`src/hdl/tsi_pkg.sv`:
```
// Package for the timer, serial and interrupt unit.
// Holds field widths, command and register codes, flag bits and the
// command/status structs shared by the controller and the datapath.
package tsi_pkg;

    // Field widths
    localparam int CMD_W   = 2;
    localparam int SEL_W   = 3;
    localparam int BYTE_W  = 8;
    localparam int RAISE_W = 5;
    localparam int PEND_W  = 3;

    // Internal state widths
    localparam int DACC_W  = 8;   // divider accumulator, always below one period
    localparam int CACC_W  = 10;  // counter accumulator, always below 1024
    localparam int SACC_W  = 10;  // serial accumulator
    localparam int SCNT_W  = 5;   // serial shift count, all ones when idle
    localparam int STEPS_W = 8;   // counter steps left in one tick
    localparam int CSH_W   = 4;   // counter period as a shift amount

    // Commands
    localparam logic [CMD_W-1:0] CMD_TICK  = 2'd0;
    localparam logic [CMD_W-1:0] CMD_READ  = 2'd1;
    localparam logic [CMD_W-1:0] CMD_WRITE = 2'd2;
    localparam logic [CMD_W-1:0] CMD_ACK   = 2'd3;

    // Register select codes
    localparam logic [SEL_W-1:0] REG_DIV   = 3'd0;
    localparam logic [SEL_W-1:0] REG_TIMA  = 3'd1;
    localparam logic [SEL_W-1:0] REG_TMA   = 3'd2;
    localparam logic [SEL_W-1:0] REG_TAC   = 3'd3;
    localparam logic [SEL_W-1:0] REG_SB    = 3'd4;
    localparam logic [SEL_W-1:0] REG_SC    = 3'd5;
    localparam logic [SEL_W-1:0] REG_IF    = 3'd6;
    localparam logic [SEL_W-1:0] REG_IE    = 3'd7;

    // Flag bits
    localparam logic [BYTE_W-1:0] FLAG_TIMER  = 8'h04;
    localparam logic [BYTE_W-1:0] FLAG_SERIAL = 8'h08;

    // Serial control bits
    localparam int SC_START  = 7;
    localparam int SC_INTCLK = 0;

    // Serial idle marker
    localparam logic [SCNT_W-1:0] SCNT_IDLE = 5'h1F;

    // Controller to datapath commands
    typedef struct packed {
        logic accept;    // execute the item on the input channel
        logic step;      // one counter chunk
        logic load_out;  // capture the result into the output register
    } t_dp_cmd;

    // Datapath to controller status
    typedef struct packed {
        logic steps_left;  // counter steps still to apply
    } t_dp_stat;

    // Controller states
    typedef enum logic [1:0] {
        S_IDLE = 2'b01,
        S_RUN  = 2'b10
    } t_state;

endpackage

```
`src/hdl/tsi_if.sv`:
```
// Channel interfaces of the timer, serial and interrupt unit.
// Depends on tsi_pkg for the field widths.
interface tsi_item_if;
    logic                          valid;
    logic                          ready;
    logic [tsi_pkg::CMD_W-1:0]     cmd;
    logic [tsi_pkg::SEL_W-1:0]     reg_sel;
    logic [tsi_pkg::BYTE_W-1:0]    write_data;
    logic [tsi_pkg::BYTE_W-1:0]    cycles;
    logic [tsi_pkg::RAISE_W-1:0]   raise_mask;

    modport source (output valid, cmd, reg_sel, write_data, cycles, raise_mask, input ready);
    modport sink   (input valid, cmd, reg_sel, write_data, cycles, raise_mask, output ready);
endinterface

interface tsi_result_if;
    logic                          valid;
    logic                          ready;
    logic [tsi_pkg::BYTE_W-1:0]    read_data;
    logic [tsi_pkg::BYTE_W-1:0]    int_flags;
    logic [tsi_pkg::PEND_W-1:0]    pending_id;

    modport source (output valid, read_data, int_flags, pending_id, input ready);
    modport sink   (input valid, read_data, int_flags, pending_id, output ready);
endinterface

interface tsi_cfg_if;
    logic valid;
    logic ready;
    logic speed_shift;

    modport source (output valid, speed_shift, input ready);
    modport sink   (input valid, speed_shift, output ready);
endinterface

```
`src/hdl/tsi_ctrl.sv`:
```
// Controller of the timer, serial and interrupt unit: item sequencing,
// counter step loop and output register handshake.
// Depends on tsi_pkg.
module tsi_ctrl (
    input  logic               i_clk,
    input  logic               i_rst_n,
    input  logic               i_in_valid,
    output logic               o_in_ready,
    output logic               o_out_valid,
    input  logic               i_out_ready,
    output tsi_pkg::t_dp_cmd   o_cmd,
    input  tsi_pkg::t_dp_stat  i_stat
);

    tsi_pkg::t_state r_state, n_state;
    logic            r_out_valid, n_out_valid;

    // Next state and datapath commands
    always_comb begin
        n_state        = r_state;
        o_cmd          = '0;
        o_in_ready     = 1'b0;
        case (r_state)
            tsi_pkg::S_IDLE: begin
                o_in_ready = 1'b1;
                if (i_in_valid) begin
                    o_cmd.accept = 1'b1;
                    n_state      = tsi_pkg::S_RUN;
                end
            end
            tsi_pkg::S_RUN: begin
                if (i_stat.steps_left) begin
                    o_cmd.step = 1'b1;
                end else if (!r_out_valid || i_out_ready) begin
                    o_cmd.load_out = 1'b1;
                    n_state        = tsi_pkg::S_IDLE;
                end
            end
            default: begin
                n_state = tsi_pkg::S_IDLE;
            end
        endcase
    end

    // Output register valid
    always_comb begin
        if (o_cmd.load_out) begin
            n_out_valid = 1'b1;
        end else if (i_out_ready) begin
            n_out_valid = 1'b0;
        end else begin
            n_out_valid = r_out_valid;
        end
    end

    always_ff @(posedge i_clk) begin
        if (!i_rst_n) begin
            r_state     <= tsi_pkg::S_IDLE;
            r_out_valid <= 1'b0;
        end else begin
            r_state     <= n_state;
            r_out_valid <= n_out_valid;
        end
    end

    assign o_out_valid = r_out_valid;

endmodule

```
`src/hdl/tsi_datapath.sv`:
```
// Datapath of the timer, serial and interrupt unit: divider, counter,
// serial shifter, flag/enable registers, bus access and result register.
// Depends on tsi_pkg; driven by tsi_ctrl commands.
module tsi_datapath (
    input  logic                          i_clk,
    input  logic                          i_rst_n,
    input  tsi_pkg::t_dp_cmd              i_cmd,
    output tsi_pkg::t_dp_stat             o_stat,
    input  logic                          i_cfg_we,
    input  logic                          i_cfg_speed,
    input  logic [tsi_pkg::CMD_W-1:0]     i_item_cmd,
    input  logic [tsi_pkg::SEL_W-1:0]     i_reg_sel,
    input  logic [tsi_pkg::BYTE_W-1:0]    i_write_data,
    input  logic [tsi_pkg::BYTE_W-1:0]    i_cycles,
    input  logic [tsi_pkg::RAISE_W-1:0]   i_raise_mask,
    output logic [tsi_pkg::BYTE_W-1:0]    o_read_data,
    output logic [tsi_pkg::BYTE_W-1:0]    o_int_flags,
    output logic [tsi_pkg::PEND_W-1:0]    o_pending_id
);

    // Counter period as a shift amount at normal speed
    function automatic logic [tsi_pkg::CSH_W-1:0] count_shift(input logic [1:0] sel);
        logic [tsi_pkg::CSH_W-1:0] sh;
        case (sel)
            2'd0:    sh = 4'd10;
            2'd1:    sh = 4'd4;
            2'd2:    sh = 4'd6;
            default: sh = 4'd8;
        endcase
        return sh;
    endfunction

    // Lowest set request bit, numbered from one
    function automatic logic [tsi_pkg::PEND_W-1:0] pend_id(
        input logic [tsi_pkg::RAISE_W-1:0] m
    );
        logic [tsi_pkg::PEND_W-1:0] id;
        id = '0;
        for (int k = tsi_pkg::RAISE_W - 1; k >= 0; k--) begin
            if (m[k]) begin
                id = tsi_pkg::PEND_W'(k + 1);
            end
        end
        return id;
    endfunction

    // Architectural state
    logic                          r_speed,        n_speed;
    logic [tsi_pkg::DACC_W-1:0]    r_div_accum,    n_div_accum;
    logic [tsi_pkg::BYTE_W-1:0]    r_divider,      n_divider;
    logic [tsi_pkg::CACC_W-1:0]    r_count_accum,  n_count_accum;
    logic [tsi_pkg::BYTE_W-1:0]    r_counter,      n_counter;
    logic [tsi_pkg::BYTE_W-1:0]    r_modulo,       n_modulo;
    logic                          r_timer_on,     n_timer_on;
    logic [1:0]                    r_clock_select, n_clock_select;
    logic [tsi_pkg::SACC_W-1:0]    r_serial_accum, n_serial_accum;
    logic [tsi_pkg::SCNT_W-1:0]    r_shift_count,  n_shift_count;
    logic [tsi_pkg::BYTE_W-1:0]    r_serial_byte,  n_serial_byte;
    logic [tsi_pkg::BYTE_W-1:0]    r_serial_ctrl,  n_serial_ctrl;
    logic [tsi_pkg::BYTE_W-1:0]    r_flag,         n_flag;
    logic [tsi_pkg::BYTE_W-1:0]    r_enable,       n_enable;

    // Per-item working registers and result register
    logic [tsi_pkg::STEPS_W-1:0]   r_steps,        n_steps;
    logic [tsi_pkg::BYTE_W-1:0]    r_rd,           n_rd;
    logic [tsi_pkg::BYTE_W-1:0]    r_out_rd,       n_out_rd;
    logic [tsi_pkg::BYTE_W-1:0]    r_out_flags,    n_out_flags;
    logic [tsi_pkg::PEND_W-1:0]    r_out_pend,     n_out_pend;

    // Intermediate values
    logic [tsi_pkg::DACC_W:0]      div_sum;
    logic [tsi_pkg::CACC_W:0]      cnt_sum;
    logic [tsi_pkg::CACC_W:0]      cnt_mask;
    logic [tsi_pkg::CSH_W-1:0]     cnt_sh;
    logic [tsi_pkg::SACC_W-1:0]    ser_sum;
    logic [tsi_pkg::SACC_W-1:0]    ser_period;
    logic                          ser_active;
    logic [tsi_pkg::RAISE_W-1:0]   pend_bits;
    logic [tsi_pkg::RAISE_W-1:0]   ack_bit;
    logic [tsi_pkg::BYTE_W:0]      gap;
    logic [tsi_pkg::BYTE_W-1:0]    flags_tick;

    // Arithmetic shared by the tick and step paths
    always_comb begin
        div_sum    = {1'b0, r_div_accum} + {1'b0, i_cycles};
        cnt_sum    = {1'b0, r_count_accum} + (tsi_pkg::CACC_W + 1)'(i_cycles);
        cnt_sh     = count_shift(r_clock_select) - tsi_pkg::CSH_W'(r_speed);
        cnt_mask   = ((tsi_pkg::CACC_W + 1)'(1) << cnt_sh) - (tsi_pkg::CACC_W + 1)'(1);
        ser_sum    = r_serial_accum + tsi_pkg::SACC_W'(i_cycles);
        ser_period = r_speed ? 10'd256 : 10'd512;
        ser_active = r_serial_ctrl[tsi_pkg::SC_START] && r_serial_ctrl[tsi_pkg::SC_INTCLK];
        pend_bits  = r_enable[tsi_pkg::RAISE_W-1:0] & r_flag[tsi_pkg::RAISE_W-1:0];
        ack_bit    = pend_bits & (~pend_bits + tsi_pkg::RAISE_W'(1));
        gap        = 9'd256 - {1'b0, r_counter};
    end

    // Next-state logic
    always_comb begin
        n_speed        = r_speed;
        n_div_accum    = r_div_accum;
        n_divider      = r_divider;
        n_count_accum  = r_count_accum;
        n_counter      = r_counter;
        n_modulo       = r_modulo;
        n_timer_on     = r_timer_on;
        n_clock_select = r_clock_select;
        n_serial_accum = r_serial_accum;
        n_shift_count  = r_shift_count;
        n_serial_byte  = r_serial_byte;
        n_serial_ctrl  = r_serial_ctrl;
        n_flag         = r_flag;
        n_enable       = r_enable;
        n_steps        = r_steps;
        n_rd           = r_rd;
        n_out_rd       = r_out_rd;
        n_out_flags    = r_out_flags;
        n_out_pend     = r_out_pend;
        flags_tick     = r_flag | tsi_pkg::BYTE_W'(i_raise_mask);

        if (i_cfg_we) begin
            n_speed = i_cfg_speed;
        end

        if (i_cmd.accept) begin
            n_rd    = '0;
            n_steps = '0;
            case (i_item_cmd)
                tsi_pkg::CMD_TICK: begin
                    // Divider: one increment per full period
                    if (r_speed) begin
                        n_divider   = r_divider + tsi_pkg::BYTE_W'(div_sum[8:7]);
                        n_div_accum = {1'b0, div_sum[6:0]};
                    end else begin
                        n_divider   = r_divider + tsi_pkg::BYTE_W'(div_sum[8]);
                        n_div_accum = div_sum[7:0];
                    end
                    // Counter: steps are applied by the step loop
                    if (r_timer_on) begin
                        n_steps       = tsi_pkg::STEPS_W'(cnt_sum >> cnt_sh);
                        n_count_accum = tsi_pkg::CACC_W'(cnt_sum & cnt_mask);
                    end
                    // Serial shifter
                    if (ser_active) begin
                        n_serial_accum = ser_sum;
                        if (r_shift_count[tsi_pkg::SCNT_W-1]) begin
                            n_shift_count  = '0;
                            n_serial_accum = '0;
                        end else if (ser_sum >= ser_period) begin
                            if (r_shift_count[3]) begin
                                n_serial_ctrl[tsi_pkg::SC_START] = 1'b0;
                                flags_tick    = flags_tick | tsi_pkg::FLAG_SERIAL;
                                n_shift_count = tsi_pkg::SCNT_IDLE;
                            end else begin
                                n_serial_byte  = {r_serial_byte[tsi_pkg::BYTE_W-2:0], 1'b1};
                                n_serial_accum = ser_sum - ser_period;
                                n_shift_count  = r_shift_count + tsi_pkg::SCNT_W'(1);
                            end
                        end
                    end
                    n_flag = flags_tick;
                end
                tsi_pkg::CMD_READ: begin
                    case (i_reg_sel)
                        tsi_pkg::REG_DIV:  n_rd = r_divider;
                        tsi_pkg::REG_TIMA: n_rd = r_counter;
                        tsi_pkg::REG_TMA:  n_rd = r_modulo;
                        tsi_pkg::REG_TAC:  n_rd = {5'b0, r_timer_on, r_clock_select};
                        tsi_pkg::REG_SB:   n_rd = r_serial_byte;
                        tsi_pkg::REG_SC:   n_rd = r_serial_ctrl;
                        tsi_pkg::REG_IF:   n_rd = r_flag;
                        default:           n_rd = r_enable;
                    endcase
                end
                tsi_pkg::CMD_WRITE: begin
                    case (i_reg_sel)
                        tsi_pkg::REG_DIV:  n_divider = '0;
                        tsi_pkg::REG_TIMA: n_counter = i_write_data;
                        tsi_pkg::REG_TMA:  n_modulo  = i_write_data;
                        tsi_pkg::REG_TAC: begin
                            n_timer_on     = i_write_data[2];
                            n_clock_select = i_write_data[1:0];
                            if (!i_write_data[2]) begin
                                n_count_accum = '0;
                            end
                        end
                        tsi_pkg::REG_SB:   n_serial_byte = i_write_data;
                        tsi_pkg::REG_SC:   n_serial_ctrl = i_write_data;
                        tsi_pkg::REG_IF:   n_flag        = i_write_data;
                        default:           n_enable      = i_write_data;
                    endcase
                end
                default: begin
                    // Acknowledge: clear the lowest pending request
                    n_flag = r_flag & ~tsi_pkg::BYTE_W'(ack_bit);
                end
            endcase
        end else if (i_cmd.step) begin
            // Counter chunk: run up to the next overflow or use up the steps
            if ({1'b0, r_steps} < gap) begin
                n_counter = r_counter + r_steps;
                n_steps   = '0;
            end else begin
                n_steps   = tsi_pkg::STEPS_W'({1'b0, r_steps} - gap);
                n_counter = r_modulo;
                n_flag    = r_flag | tsi_pkg::FLAG_TIMER;
            end
        end

        // Result register
        if (i_cmd.load_out) begin
            n_out_rd    = r_rd;
            n_out_flags = r_flag;
            n_out_pend  = pend_id(pend_bits);
        end
    end

    // State registers
    always_ff @(posedge i_clk) begin
        if (!i_rst_n) begin
            r_speed        <= 1'b0;
            r_div_accum    <= '0;
            r_divider      <= '0;
            r_count_accum  <= '0;
            r_counter      <= '0;
            r_modulo       <= '0;
            r_timer_on     <= 1'b0;
            r_clock_select <= '0;
            r_serial_accum <= '0;
            r_shift_count  <= tsi_pkg::SCNT_IDLE;
            r_serial_byte  <= '0;
            r_serial_ctrl  <= '0;
            r_flag         <= '0;
            r_enable       <= '0;
            r_steps        <= '0;
        end else begin
            r_speed        <= n_speed;
            r_div_accum    <= n_div_accum;
            r_divider      <= n_divider;
            r_count_accum  <= n_count_accum;
            r_counter      <= n_counter;
            r_modulo       <= n_modulo;
            r_timer_on     <= n_timer_on;
            r_clock_select <= n_clock_select;
            r_serial_accum <= n_serial_accum;
            r_shift_count  <= n_shift_count;
            r_serial_byte  <= n_serial_byte;
            r_serial_ctrl  <= n_serial_ctrl;
            r_flag         <= n_flag;
            r_enable       <= n_enable;
            r_steps        <= n_steps;
        end
    end

    // Payload registers
    always_ff @(posedge i_clk) begin
        r_rd        <= n_rd;
        r_out_rd    <= n_out_rd;
        r_out_flags <= n_out_flags;
        r_out_pend  <= n_out_pend;
    end

    assign o_stat.steps_left = (r_steps != '0);
    assign o_read_data       = r_out_rd;
    assign o_int_flags       = r_out_flags;
    assign o_pending_id      = r_out_pend;

endmodule

```
`src/hdl/timer_serial_interrupt_unit.sv`:
```
// Top level of the timer, serial and interrupt unit: tsi_ctrl plus tsi_datapath.
// Depends on tsi_pkg, tsi_if, tsi_ctrl and tsi_datapath.
// Sequence: an accepted item is executed, then the counter is advanced one chunk at a time
//   (a chunk runs up to the next overflow or uses up the steps), and the result is then
//   registered once the output register is free; no new item is taken until then.
// Reset: synchronous, active low; state registers to zero, serial shifter and controller idle.
module timer_serial_interrupt_unit (
    input  logic         i_clk,
    input  logic         i_rst_n,
    tsi_item_if.sink     i_item,
    tsi_result_if.source o_result,
    tsi_cfg_if.sink      i_cfg
);

    tsi_pkg::t_dp_cmd  dp_cmd;
    tsi_pkg::t_dp_stat dp_stat;

    // Speed register is always writable
    assign i_cfg.ready = 1'b1;

    tsi_ctrl u_ctrl (
        .i_clk       (i_clk),
        .i_rst_n     (i_rst_n),
        .i_in_valid  (i_item.valid),
        .o_in_ready  (i_item.ready),
        .o_out_valid (o_result.valid),
        .i_out_ready (o_result.ready),
        .o_cmd       (dp_cmd),
        .i_stat      (dp_stat)
    );

    tsi_datapath u_datapath (
        .i_clk        (i_clk),
        .i_rst_n      (i_rst_n),
        .i_cmd        (dp_cmd),
        .o_stat       (dp_stat),
        .i_cfg_we     (i_cfg.valid),
        .i_cfg_speed  (i_cfg.speed_shift),
        .i_item_cmd   (i_item.cmd),
        .i_reg_sel    (i_item.reg_sel),
        .i_write_data (i_item.write_data),
        .i_cycles     (i_item.cycles),
        .i_raise_mask (i_item.raise_mask),
        .o_read_data  (o_result.read_data),
        .o_int_flags  (o_result.int_flags),
        .o_pending_id (o_result.pending_id)
    );

endmodule
```
`src/flat_wrapper.sv`:
```
// flat-port wrapper written by rule: the top's interface ports become plain ports
module timer_serial_interrupt_unit_flat 
  (i_clk, i_rst_n, i_item_valid, i_item_cmd, i_item_reg_sel, i_item_write_data, i_item_cycles, i_item_raise_mask, i_item_ready, o_result_valid, o_result_read_data, o_result_int_flags, o_result_pending_id, o_result_ready, i_cfg_valid, i_cfg_speed_shift, i_cfg_ready);
  tsi_item_if i_item_i ();
  tsi_result_if o_result_i ();
  tsi_cfg_if i_cfg_i ();
  input  logic i_clk;
  input  logic i_rst_n;
  input wire logic [$bits(i_item_i.valid)-1:0] i_item_valid;
  input wire logic [$bits(i_item_i.cmd)-1:0] i_item_cmd;
  input wire logic [$bits(i_item_i.reg_sel)-1:0] i_item_reg_sel;
  input wire logic [$bits(i_item_i.write_data)-1:0] i_item_write_data;
  input wire logic [$bits(i_item_i.cycles)-1:0] i_item_cycles;
  input wire logic [$bits(i_item_i.raise_mask)-1:0] i_item_raise_mask;
  output wire logic [$bits(i_item_i.ready)-1:0] i_item_ready;
  output wire logic [$bits(o_result_i.valid)-1:0] o_result_valid;
  output wire logic [$bits(o_result_i.read_data)-1:0] o_result_read_data;
  output wire logic [$bits(o_result_i.int_flags)-1:0] o_result_int_flags;
  output wire logic [$bits(o_result_i.pending_id)-1:0] o_result_pending_id;
  input wire logic [$bits(o_result_i.ready)-1:0] o_result_ready;
  input wire logic [$bits(i_cfg_i.valid)-1:0] i_cfg_valid;
  input wire logic [$bits(i_cfg_i.speed_shift)-1:0] i_cfg_speed_shift;
  output wire logic [$bits(i_cfg_i.ready)-1:0] i_cfg_ready;
  assign i_item_i.valid = i_item_valid;
  assign i_item_i.cmd = i_item_cmd;
  assign i_item_i.reg_sel = i_item_reg_sel;
  assign i_item_i.write_data = i_item_write_data;
  assign i_item_i.cycles = i_item_cycles;
  assign i_item_i.raise_mask = i_item_raise_mask;
  assign i_item_ready = i_item_i.ready;
  assign o_result_valid = o_result_i.valid;
  assign o_result_read_data = o_result_i.read_data;
  assign o_result_int_flags = o_result_i.int_flags;
  assign o_result_pending_id = o_result_i.pending_id;
  assign o_result_i.ready = o_result_ready;
  assign i_cfg_i.valid = i_cfg_valid;
  assign i_cfg_i.speed_shift = i_cfg_speed_shift;
  assign i_cfg_ready = i_cfg_i.ready;
  timer_serial_interrupt_unit u_core (.i_clk(i_clk), .i_rst_n(i_rst_n), .i_item(i_item_i), .o_result(o_result_i), .i_cfg(i_cfg_i));
endmodule
```
`config.mk`:
```
export PLATFORM = sky130hd
export DESIGN_NAME = timer_serial_interrupt_unit_flat
export DESIGN_NICKNAME = d
export VERILOG_FILES = /design/src/hdl/tsi_pkg.sv /design/src/hdl/tsi_if.sv /design/src/hdl/tsi_ctrl.sv /design/src/hdl/tsi_datapath.sv /design/src/hdl/timer_serial_interrupt_unit.sv /design/src/flat_wrapper.sv
export SDC_FILE = /design/constraint.sdc
export NUM_CORES = 1
export LEC_CHECK = 0
export BUFFER_PORTS_ARGS = -buffer_cell sky130_fd_sc_hd__clkbuf_2
export CORE_MARGIN = 10
export CORE_UTILIZATION = 60
export DETAILED_ROUTE_END_ITERATION = 8
export PLACE_DENSITY = 0.79
export SETUP_SLACK_MARGIN = 0.02
export SLEW_MARGIN = 20
export SYNTH_ARGS = -nofsm -noshare
export SYNTH_HDL_FRONTEND = slang
export SYNTH_SLANG_ARGS = --single-unit
```
`constraint.sdc`:
```
create_clock -name i_clk -period 7.3 [get_ports i_clk]
set_input_delay 0.73 -clock i_clk [delete_from_list [all_inputs] [get_ports i_clk]]
set_output_delay 0.73 -clock i_clk [all_outputs]
set_load 0.005 [all_outputs]
```
Word level (Yosys, flattened, before mapping)
Cells that the tools add are included.
{"block": "op_classes", "add_sub_neg": 13, "n_mul": 0, "n_div": 0, "n_lt_le_gt_ge": 2, "n_eq_ne": 32, "shifts": 2, "muxes": 65, "bitwise_logic": 9, "reduce_logical": 28}
{"operator": "two-way mux 8 bit", "n": 21}
{"operator": "two-way mux 10 bit", "n": 7}
{"operator": "case mux 8 bit (7 select lines)", "n": 1}
{"operator": "case mux 8 bit (2 select lines)", "n": 2}
{"operator": "AND reduction 3 bit", "n": 9}
{"operator": "!= test 2 bit (second input constant)", "n": 13}
{"operator": "case mux 8 bit (3 select lines)", "n": 1}
{"operator": "case mux 10 bit (2 select lines)", "n": 1}
{"operator": "two-way mux 4 bit", "n": 4}
{"operator": "two-way mux 5 bit", "n": 3}
{"operator": "AND reduction 7 bit", "n": 2}
{"operator": "two-way mux 1 bit", "n": 12}
{"operator": "two-way mux 2 bit", "n": 6}
{"operator": "two-way mux 3 bit", "n": 4}
{"operator": "!= test 2 x 1 -> 1 bit (second input constant)", "n": 6}
{"operator": "case mux 4 bit (3 select lines)", "n": 1}
{"operator": "adder 10 x 8 -> 11 bit", "n": 1}
{"operator": "right shift 11 x 4 -> 8 bit", "n": 1}
{"operator": "adder 10 x 8 -> 10 bit", "n": 1}
{"operator": "adder 5 x 1 -> 5 bit (second input constant)", "n": 2}
{"operator": "bitwise AND 10 bit", "n": 1}
{"operator": "bitwise AND 5 bit", "n": 2}
{"operator": "greater-or-equal comparator 10 bit", "n": 1}
{"operator": "left shift 1 x 4 -> 10 bit (first input constant)", "n": 1}
{"operator": "35 further kinds", "n": 48}
{"block": "word_totals", "ff_bits": 131, "latch_bits": 0, "mem_bits_rw": 0, "romBits": 0, "inputBits": 32, "out_inout_bits": 22, "wordCells": 176, "mem_count": 0}

Depth between registers and ports, before layout
Gate-level depths: netlist (run 1).
{"block": "depth", "depth_word": 8, "depth_mapped": 16}

Hierarchy
From an unflattened synthesis (run 1), not the netlist that was laid out.
{"block": "unflattened", "cells_unflattened": 1040, "hier_area_um2": 8916.1}
{"module": "tsi_datapath", "instances": 1, "cells_per_inst": 1022, "area_per_inst_um2": 8757.1, "seq_area_each_um2": 2832.7}
{"module": "tsi_ctrl", "instances": 1, "cells_per_inst": 16, "area_per_inst_um2": 147.6, "seq_area_each_um2": 60.1}
{"module": "timer_serial_interrupt_unit", "instances": 1, "cells_per_inst": 2, "area_per_inst_um2": 11.3, "seq_area_each_um2": 0.0}

Worst setup path after synthesis (run 1)
Ideal clock, no wire load.
{"block": "synth_path", "kind": "input port to flip-flop", "from": "in i_item_cycles[0]", "to": "reg u_core.u_datapath.r_serial_byte[6] (netlist bit)", "setup_ns": 0.088, "arrival_ns": 4.067, "t_required_ns": 7.212, "path_slack_ns": 3.145, "path_stages": 16, "path_buffers": 1, "cell_sequence": "ha_1 fa_1 a211o_1 a211o_1 nand2_1 a21oi_1 xnor2_1 ha_1 nand2_1 nor4_1 o21ai_0 or4_4 o41ai_4 buf_6 nor2_1 a311oi_2"}
{"block": "synth_via", "elab_chain_cells": 4}
{"element": "start: declaration", "line": "flat_wrapper.sv:13", "text": "input wire logic [$bits(i_item_i.cycles)-1:0] i_item_cycles;"}
{"element": "adder 10 x 8 -> 10 bit", "line": "tsi_datapath.sv:89", "text": "ser_sum = r_serial_accum + tsi_pkg::SACC_W'(i_cycles);"}
{"element": "greater-or-equal comparator 10 bit", "line": "tsi_datapath.sv:148", "text": "end else if (ser_sum >= ser_period) begin"}
{"element": "!= test 2 bit (no source line)"}
{"element": "AND reduction 7 bit (no source line)"}
{"element": "end signal: assignment", "line": "tsi_datapath.sv:246", "text": "r_serial_byte <= n_serial_byte;"}
{"element": "end: declaration", "line": "tsi_datapath.sv:58", "text": "logic [tsi_pkg::BYTE_W-1:0] r_serial_byte, n_serial_byte;"}
Every way passes these cells.
A chain may end at the register's enable or synchronous reset.

Worst setup path after layout (run 1)
{"block": "layout_path", "from": "in i_item_cycles[1]", "to": "reg u_core.u_datapath.r_serial_byte[7] (netlist bit)"}
The elaborated chain is that of the path after synthesis.

==> results of run 1 <==
## report_power, final
part           total (uW)  leakage, uW  internal [uW]  switching [uW]
Clock                 853     0.000282            523             330
Sequential            764      0.00111            752            11.8
Combinational         268      0.00238            102             165
## cells in the mapped netlist (all sizes together) (12+ instances only)
| cell type | instances |
|---|---|
| nor2 | 113 |
| nor3 | 24 |
| xor2 | 15 |
| mux2i | 34 |
| ha | 55 |
| nand2 | 118 |
| nand3 | 23 |
| a31oi | 12 |
| clkbuf | 45 |
| o21ai | 84 |
| a211oi | 23 |
| inv | 35 |
| edfxtp | 27 |
| a21oi | 78 |
| dfxtp | 104 |
| xnor2 | 23 |
## metal layers
layer | vias to the layer above | routed length (um) | global-route usage, %
li1 | 3918 | - | -
met1 | 3937 | 10300 | 31.2
met2 | 410 | 11600 | 39.6
met3 | 65 | 2050 | 5.17
met4 | 0 | 630 | 7.88
met5 | - | 0 | 0
## cell families (layout without fill, tap and decap cells)
logic type,count (synthesis),after routing,share of synthesized area [%]
other,1,1,0.0431
xor gates and xnor gates,38,38,3.83
muxes,49,49,6.37
DFF,131,131,33.3
adders and majority gates,62,62,9.52
AOI/OAI and AO/OA,316,316,23.8
buffers and inverters,85,129,3.80
and+or+nand+nor,363,363,19.4
## critical path: cells and delay by family
kind	cells	cell delay, ps
AO/OA/AOI/OAI	7	2020
adder cells (fa/ha/maj)	2	640
XOR/XNOR	1	300
AND/OR/NAND/NOR	4	860
buffers and inverters	2	260
## cell type report
class | count | area share (%)
clock buffers | 21 | 4.77
clock inverters | 11 | 1.32
inverters | 35 | 1.36
multi-input cells | 829 | 56.8
flip-flops and latches | 131 | 30.0
well taps | 180 | 2.33
repair buffers | 62 | 3.48
## flip-flops by register name, indices dropped and copies added, names as in the netlist
name and cells:
u_core.u_datapath.r_flag 8, u_core.u_datapath.o_pending_id 3, u_core.u_datapath.o_int_flags 8, u_core.u_datapath.r_count_accum 10, u_core.u_datapath.r_speed 1, u_core.u_datapath.r_clock_select 2, u_core.u_datapath.r_rd 8, u_core.u_datapath.r_modulo 8
u_core.u_datapath.r_serial_byte 8, u_core.u_ctrl.o_out_valid 1, u_core.u_datapath.o_read_data 8, u_core.u_datapath.r_timer_on 1, u_core.u_datapath.r_div_accum 8, u_core.u_datapath.r_serial_accum 10, u_core.u_ctrl.r_state 2, u_core.u_datapath.r_serial_ctrl 8
u_core.u_datapath.r_steps 8, u_core.u_datapath.r_divider 8, u_core.u_datapath.r_shift_count 5, u_core.u_datapath.r_counter 8, u_core.u_datapath.r_enable 8
## worst min path at each step
stage	slack, ps	start	cells past startpoint	endpoint
after floorplan	400	u_core.u_datapath.r_rd[0]	0	u_core.u_datapath.o_read_data[0]
after global placement	400	u_core.u_datapath.r_rd[2]	0	u_core.u_datapath.o_read_data[2]
after detailed placement	400	u_core.u_datapath.r_rd[2]	0	u_core.u_datapath.o_read_data[2]
after CTS	420	u_core.u_datapath.r_rd[2]	0	u_core.u_datapath.o_read_data[2]
after global routing	420	u_core.u_datapath.r_rd[7]	0	u_core.u_datapath.o_read_data[7]
final	420	u_core.u_datapath.r_rd[2]	0	u_core.u_datapath.o_read_data[2]
## per-stage QoR
step | std cells | hold WS (ps) | utilization [%]
5_1_grt | 1269 | 422 | 68.7
3_5_place_dp | 1237 | 405 | 64.5
3_3_place_gp | 1237 | 401 | 64.5
4_1_cts | 1269 | 418 | 68.7
6_report | 1269 | 416 | 68.7
2_1_floorplan | 1045 | 400 | -
==> impl_metrics.py, run 1 <==
metrics = {
    "place": {
        "place_ws_ps": 2480,
        "globalplace.congestion": 0.914,
        "portBuffers": 52,
        "dpl_cell_area_um2": 9060,
        "dpl.hpwl_um": 17300,
    },
    "yosys": {
        "synth_top_area_share_pct": 23.9,
        "syn_area_per_cell_um2": 8.32,
        "ys_top_cells_by_area": "dfxtp_1, edfxtp_1, ha_1",
        "synth_cells": 1045,
        "synth_seq_area_share_pct": 33.3,
        "yosysWarnings": 0,
        "async_flop_share_pct": 0,
        "syn_area_um2": 8700,
        "synth_edf_count": 27,
        "synth_cell_types": 80,
        "synth_nets": 1139,
        "ys.flop_type": "dfxtp_1",
        "synth_top_cell_by_area": "dfxtp_1",
        "yosys_register_bits": 131,
    },
    "timing": {
        "clock.fmax_ghz": 0.223,
        "max_slew_margin_pct": 40.0,
        "tightest_slew_ps": 897,
        "skew_ps": 8.57,
        "tns_ps": 0,
        "layout_setup_ws_ps": 2820,
        "rsz0062_at_grt": "false",
        "period_minus_slack_ps": 4480,
        "finalMaxSlewViolations": 0,
        "fin_crit_sh_pct": 61.3,
        "hold_viol": 0,
        "setup_viol": 0,
    },
    "clock_network": {
        "cts_max_level": 4,
        "ctsHoldBuffers": 0,
        "clockBufferDepth": 2,
        "cts_buffers": 17,
        "clk_latency_ps": 430,
        "clock-sinks": 131,
        "cts_resized": 0,
        "cts_tree": "yes",
        "cts.root.buffer_cell": "clkbuf_16",
        "cts_setup_buffers": 0,
        "clkTransAtPathRegs_ps": 60,
    },
    "detailed_routing": {
        "routed_wl_um": 24500,
        "dr.pass1.iters": 6,
        "routedWlPerCell_um": 19.3,
        "vias_per_cell": 6.56,
        "drc_errors": 0,
        "vias": 8330,
        "ant_nets": 0,
        "dr.first_iter.drc_count": 739,
    },
    "worst_setup_path": {
        "worstPathCellList": "clkbuf_2 > ha_1 > a211oi_4 > o21ai_0 > a31oi_1 > o21ai_0 > xnor2_1 > inv_1 > ha_1 > nand2_1 > nor4_1 > o21ai_0 > or4_4 > o41ai_4 > nor2_1 > a311oi_1",
        "timing.rr.start": "u_core.u_datapath.r_serial_accum[1]",
        "reg2regPathDepth": 15,
        "startpoint": "i_item_cycles[1]",
        "crit_path_end": "u_core.u_datapath.r_serial_byte[7]",
        "crit_type": "in -> reg",
        "start_kind": "primary input",
        "rrSetupSlack_ps": 2980,
        "worstPathRequired_ps": 7630,
        "critPathSlowestCell": "o41ai_4",
        "end_kind": "flop",
        "crit_arrival_ps": 4810,
        "slowest_delay_ps": 740,
        "cpMostUsedCell": "o21ai_0",
        "crit_fanout": 16,
        "r2r_end": "u_core.u_datapath.r_serial_byte[7]",
    },
    "floorplan": {
        "floorplan.die_area_um2": 19700,
        "initial_utilization_pct": 61.9,
        "coreArea_um2": 14000,
        "die_w_um": 140,
        "fp.dieH_um": 140,
        "ios": 54,
        "row_count": 43,
    },
    "final_layout": {
        "multi_input_area_um2": 5480,
        "mostFrequentLayoutCell": "nand2_1",
        "layout_common_cells": "nand2_1, nor2_1, dfxtp_1",
        "final_area_um2": 9650,
        "area_delta_synth_final_pct": 10.9,
        "regArea_um2": 2890,
        "fin_nets": 1170,
        "drive_gt1_share_pct": 11.5,
        "nFillCells": 1129,
        "antenna_cells": 0,
    },
    "power": {
        "powerDensity_nw_per_um2": 195,
        "p_leak_uw": 0.00378,
        "total_power_uw": 1880,
        "ir_drop_v": 0.000147,
    },
    "job": {
        "maxCapViolations": 0,
    },
    "global_route": {
        "grt_pass1_vias": 7760,
        "antenna_found_initial": 0,
        "grt_max_degree": 78,
        "grt_first_pass_wirelength_um": 39900,
        "grt_overflow": 0,
        "grt_use_total_pct": 24.3,
    },
    "min_path": {
        "hp-class": "reg -> reg",
    },
    "status": {
        "status": "complete, no violations",
    },
}
Note: power is estimated with default switching activity, not from simulation.
==> run 2, diff against run 1 <==
--- a/config.mk
+++ b/config.mk
@@ -7,9 +7,9 @@
 export LEC_CHECK = 0
 export BUFFER_PORTS_ARGS = -buffer_cell sky130_fd_sc_hd__clkbuf_2
 export CORE_MARGIN = 10
-export CORE_UTILIZATION = 60
+export CORE_UTILIZATION = 56
 export DETAILED_ROUTE_END_ITERATION = 8
-export PLACE_DENSITY = 0.79
+export PLACE_DENSITY = 0.77
 export SETUP_SLACK_MARGIN = 0.02
 export SLEW_MARGIN = 20
 export SYNTH_ARGS = -nofsm -noshare
==> constraint.sdc (replaced) <==
create_clock -name i_clk -period 3.7 [get_ports i_clk]
set_input_delay 0.37 -clock i_clk [delete_from_list [all_inputs] [get_ports i_clk]]
set_output_delay 0.37 -clock i_clk [all_outputs]
set_load 0.005 [all_outputs]
==> run 2 against run 1 <==
Compared with the run above: the run now ends with negative setup slack left; clock power increased by 110%; power is 100% higher; via count up 0.79%; setup slack worse by 2900 ps; sequential power is 98% higher; die area grew 6.1%; routed wire length grew 1.6%; cell count rose by 3.8%; count of clock-buffer cells in the layout down 4; critical path depth is 1 higher; clock skew is essentially flat; flip-flop and latch count is the same; critical endpoint is now u_core.u_datapath.r_serial_byte[2]; largest cell class unchanged; largest power group unchanged.
==> impl_metrics.py, run 2 (synthesis gave the netlist of run 1 again) <==
metrics = {
    "power": {
        "total_power_uw": 3840,
        "powerDensity_nw_per_um2": 379,
        "ir_drop_v": 0.000445,
        "p_leak_uw": 0.00403,
    },
    "floorplan": {
        "row_count": 45,
        "fp.dieH_um": 145,
        "ios": 54,
        "die_w_um": 145,
        "initial_utilization_pct": 57.2,
        "floorplan.die_area_um2": 20900,
        "coreArea_um2": 15200,
    },
    "clock_network": {
        "clockBufferDepth": 2,
        "cts.root.buffer_cell": "clkbuf_16",
        "ctsHoldBuffers": 0,
        "cts_max_level": 4,
        "clk_latency_ps": 430,
        "clock-sinks": 131,
        "cts_buffers": 17,
        "clkTransAtPathRegs_ps": 60,
        "cts_tree": "yes",
    },
    "detailed_routing": {
        "dr.pass1.iters": 5,
        "drc_errors": 0,
        "ant_nets": 0,
        "routedWlPerCell_um": 18.9,
        "vias_per_cell": 6.38,
        "routed_wl_um": 24900,
        "vias": 8396,
        "dr.first_iter.drc_count": 899,
    },
    "timing": {
        "hold_viol": 0,
        "skew_ps": 8.73,
        "tightest_slew_ps": 843,
        "rsz0062_at_grt": "true",
        "period_minus_slack_ps": 3750,
        "setup_viol": 5,
        "layout_setup_ws_ps": -47.0,
        "clock.fmax_ghz": 0.267,
        "max_slew_margin_pct": 43.4,
        "finalMaxSlewViolations": 0,
        "fin_crit_sh_pct": 101,
        "tns_ps": -169,
    },
    "global_route": {
        "grt_pass1_vias": 7892,
        "antenna_found_initial": 0,
        "grt_first_pass_wirelength_um": 39800,
        "grt_use_total_pct": 23.7,
        "grt_max_degree": 34,
        "grt_overflow": 0,
    },
    "status": {
        "violations": "negative setup slack",
        "status": "complete, but fails checks",
    },
    "worst_setup_path": {
        "worstPathRequired_ps": 3990,
        "end_kind": "flop",
        "crit_fanout": 7,
        "timing.rr.start": "u_core.u_datapath.r_serial_accum[0]",
        "startpoint": "u_core.u_datapath.r_serial_accum[0]",
        "r2r_end": "u_core.u_datapath.r_serial_byte[2]",
        "start_kind": "flop",
        "reg2regPathDepth": 17,
        "crit_type": "reg -> reg",
        "rrSetupSlack_ps": -50,
        "crit_arrival_ps": 4040,
    },
    "place": {
        "dpl.hpwl_um": 17600,
        "portBuffers": 52,
        "dp.cells": 1277,
        "globalplace.congestion": 0.957,
    },
    "final_layout": {
        "nFillCells": 1220,
        "top_regs": "u_core.u_datapath.r_count_accum (10), u_core.u_datapath.r_serial_accum (10)",
        "drive_gt1_share_pct": 16.5,
        "mostFrequentLayoutCell": "nand2_1",
        "layout_common_cells": "nand2_1, nor2_1, dfxtp_1",
        "regArea_um2": 2900,
        "layoutNonFillerInstCount": 1317,
        "multi_input_area_um2": 5590,
        "fin_nets": 1210,
        "area_delta_synth_final_pct": 16.6,
        "antenna_cells": 0,
    },
    "min_path": {
        "hp-class": "in -> reg",
        "holdPathEnd": "u_core.u_datapath.r_speed",
        "hp-start": "i_cfg_speed_shift",
        "holdPathStages": 3,
    },
    "job": {
        "maxCapViolations": 0,
    },
}
## run 2: cell count changes in the layout (fill, tap and decap cells not counted), moves of 3 or more
cell and delta:
buf_4 +34, o21ai_0 -8, o21ai_1 +6, buf_6 +5, inv_6 +4, a311oi_1 -3
a311oi_2 +3, nor2_1 -3, nor2_2 +3
## run 2: area by class of cell
cell class | instances | area share, %
clock buffers | 17 | 4.20
clock inverters | 15 | 1.88
inverters | 35 | 1.30
multi-input cells | 829 | 55.1
flip-flops and latches | 131 | 28.6
well taps | 188 | 2.32
repair buffers | 102 | 6.63
## run 2: repair_timing
| action | in CTS | in global routing |
|---|---|---|
| buffers inserted | 5 | 3 |
| setup endpoints to repair | 13 | 17 |
| gates resized for setup | 7 | 27 |
| pin swaps | 4 | 10 |
| gates cloned | 1 | 0 |
## run 2: how the worst max path moves through the flow
| stage | end | cells after the start |
|---|---|---|
| after global routing | u_core.u_datapath.r_serial_byte[5] | 16 |
| after CTS | u_core.u_datapath.r_serial_byte[4] | 17 |
| final | u_core.u_datapath.r_serial_byte[2] | 17 |
| after floorplan | u_core.u_datapath.r_serial_byte[6] | 16 |
| after global placement | u_core.u_datapath.r_serial_accum[8] | 16 |
| after detailed placement | u_core.u_datapath.r_serial_accum[9] | 16 |
## run 2: worst max-delay path, cell delays in order, from the launching register on
cell	delay, ps
dfxtp_2	330
ha_4	160
fa_2	350
a211o_1	280
a211o_1	280
nand2_1	80
a21oi_2	60
xnor2_1	130
ha_1	300
nand2_1	70
nor4_2	150
o21ai_1	110
or4_4	550
o41ai_4	270
buf_4	180
clkbuf_16	140
buf_6	90
a311oi_1	70
## run 2: layer usage
| layer | up-vias | track usage (%) | wire [um] |
|---|---|---|---|
| met4 | 0 | 8.72 | 684 |
| met1 | 3920 | 30.8 | 10700 |
| met5 | - | 0 | 0 |
| met3 | 67 | 5.12 | 2080 |
| li1 | 4001 | - | - |
| met2 | 408 | 37.6 | 11400 |
## run 2: power breakdown
group	switching, uW	total (uW)	internal, uW
combinational	338	557	219
sequential	24.8	1510	1480
clock	699	1780	1080
total	1060	3840	2780
## run 2: through the flow
step                hold WS, ps  cell area [um2]  worst slack, ps  util (%)
global placement            402             9330             -142      61.4
floorplan                   400             8700            -9.52         -
detailed placement          407             9330             -292      61.4
global route                205            10100             -139      66.7
finish                      186            10100            -47.0      66.7
CTS                         188            10100            -25.1      66.1
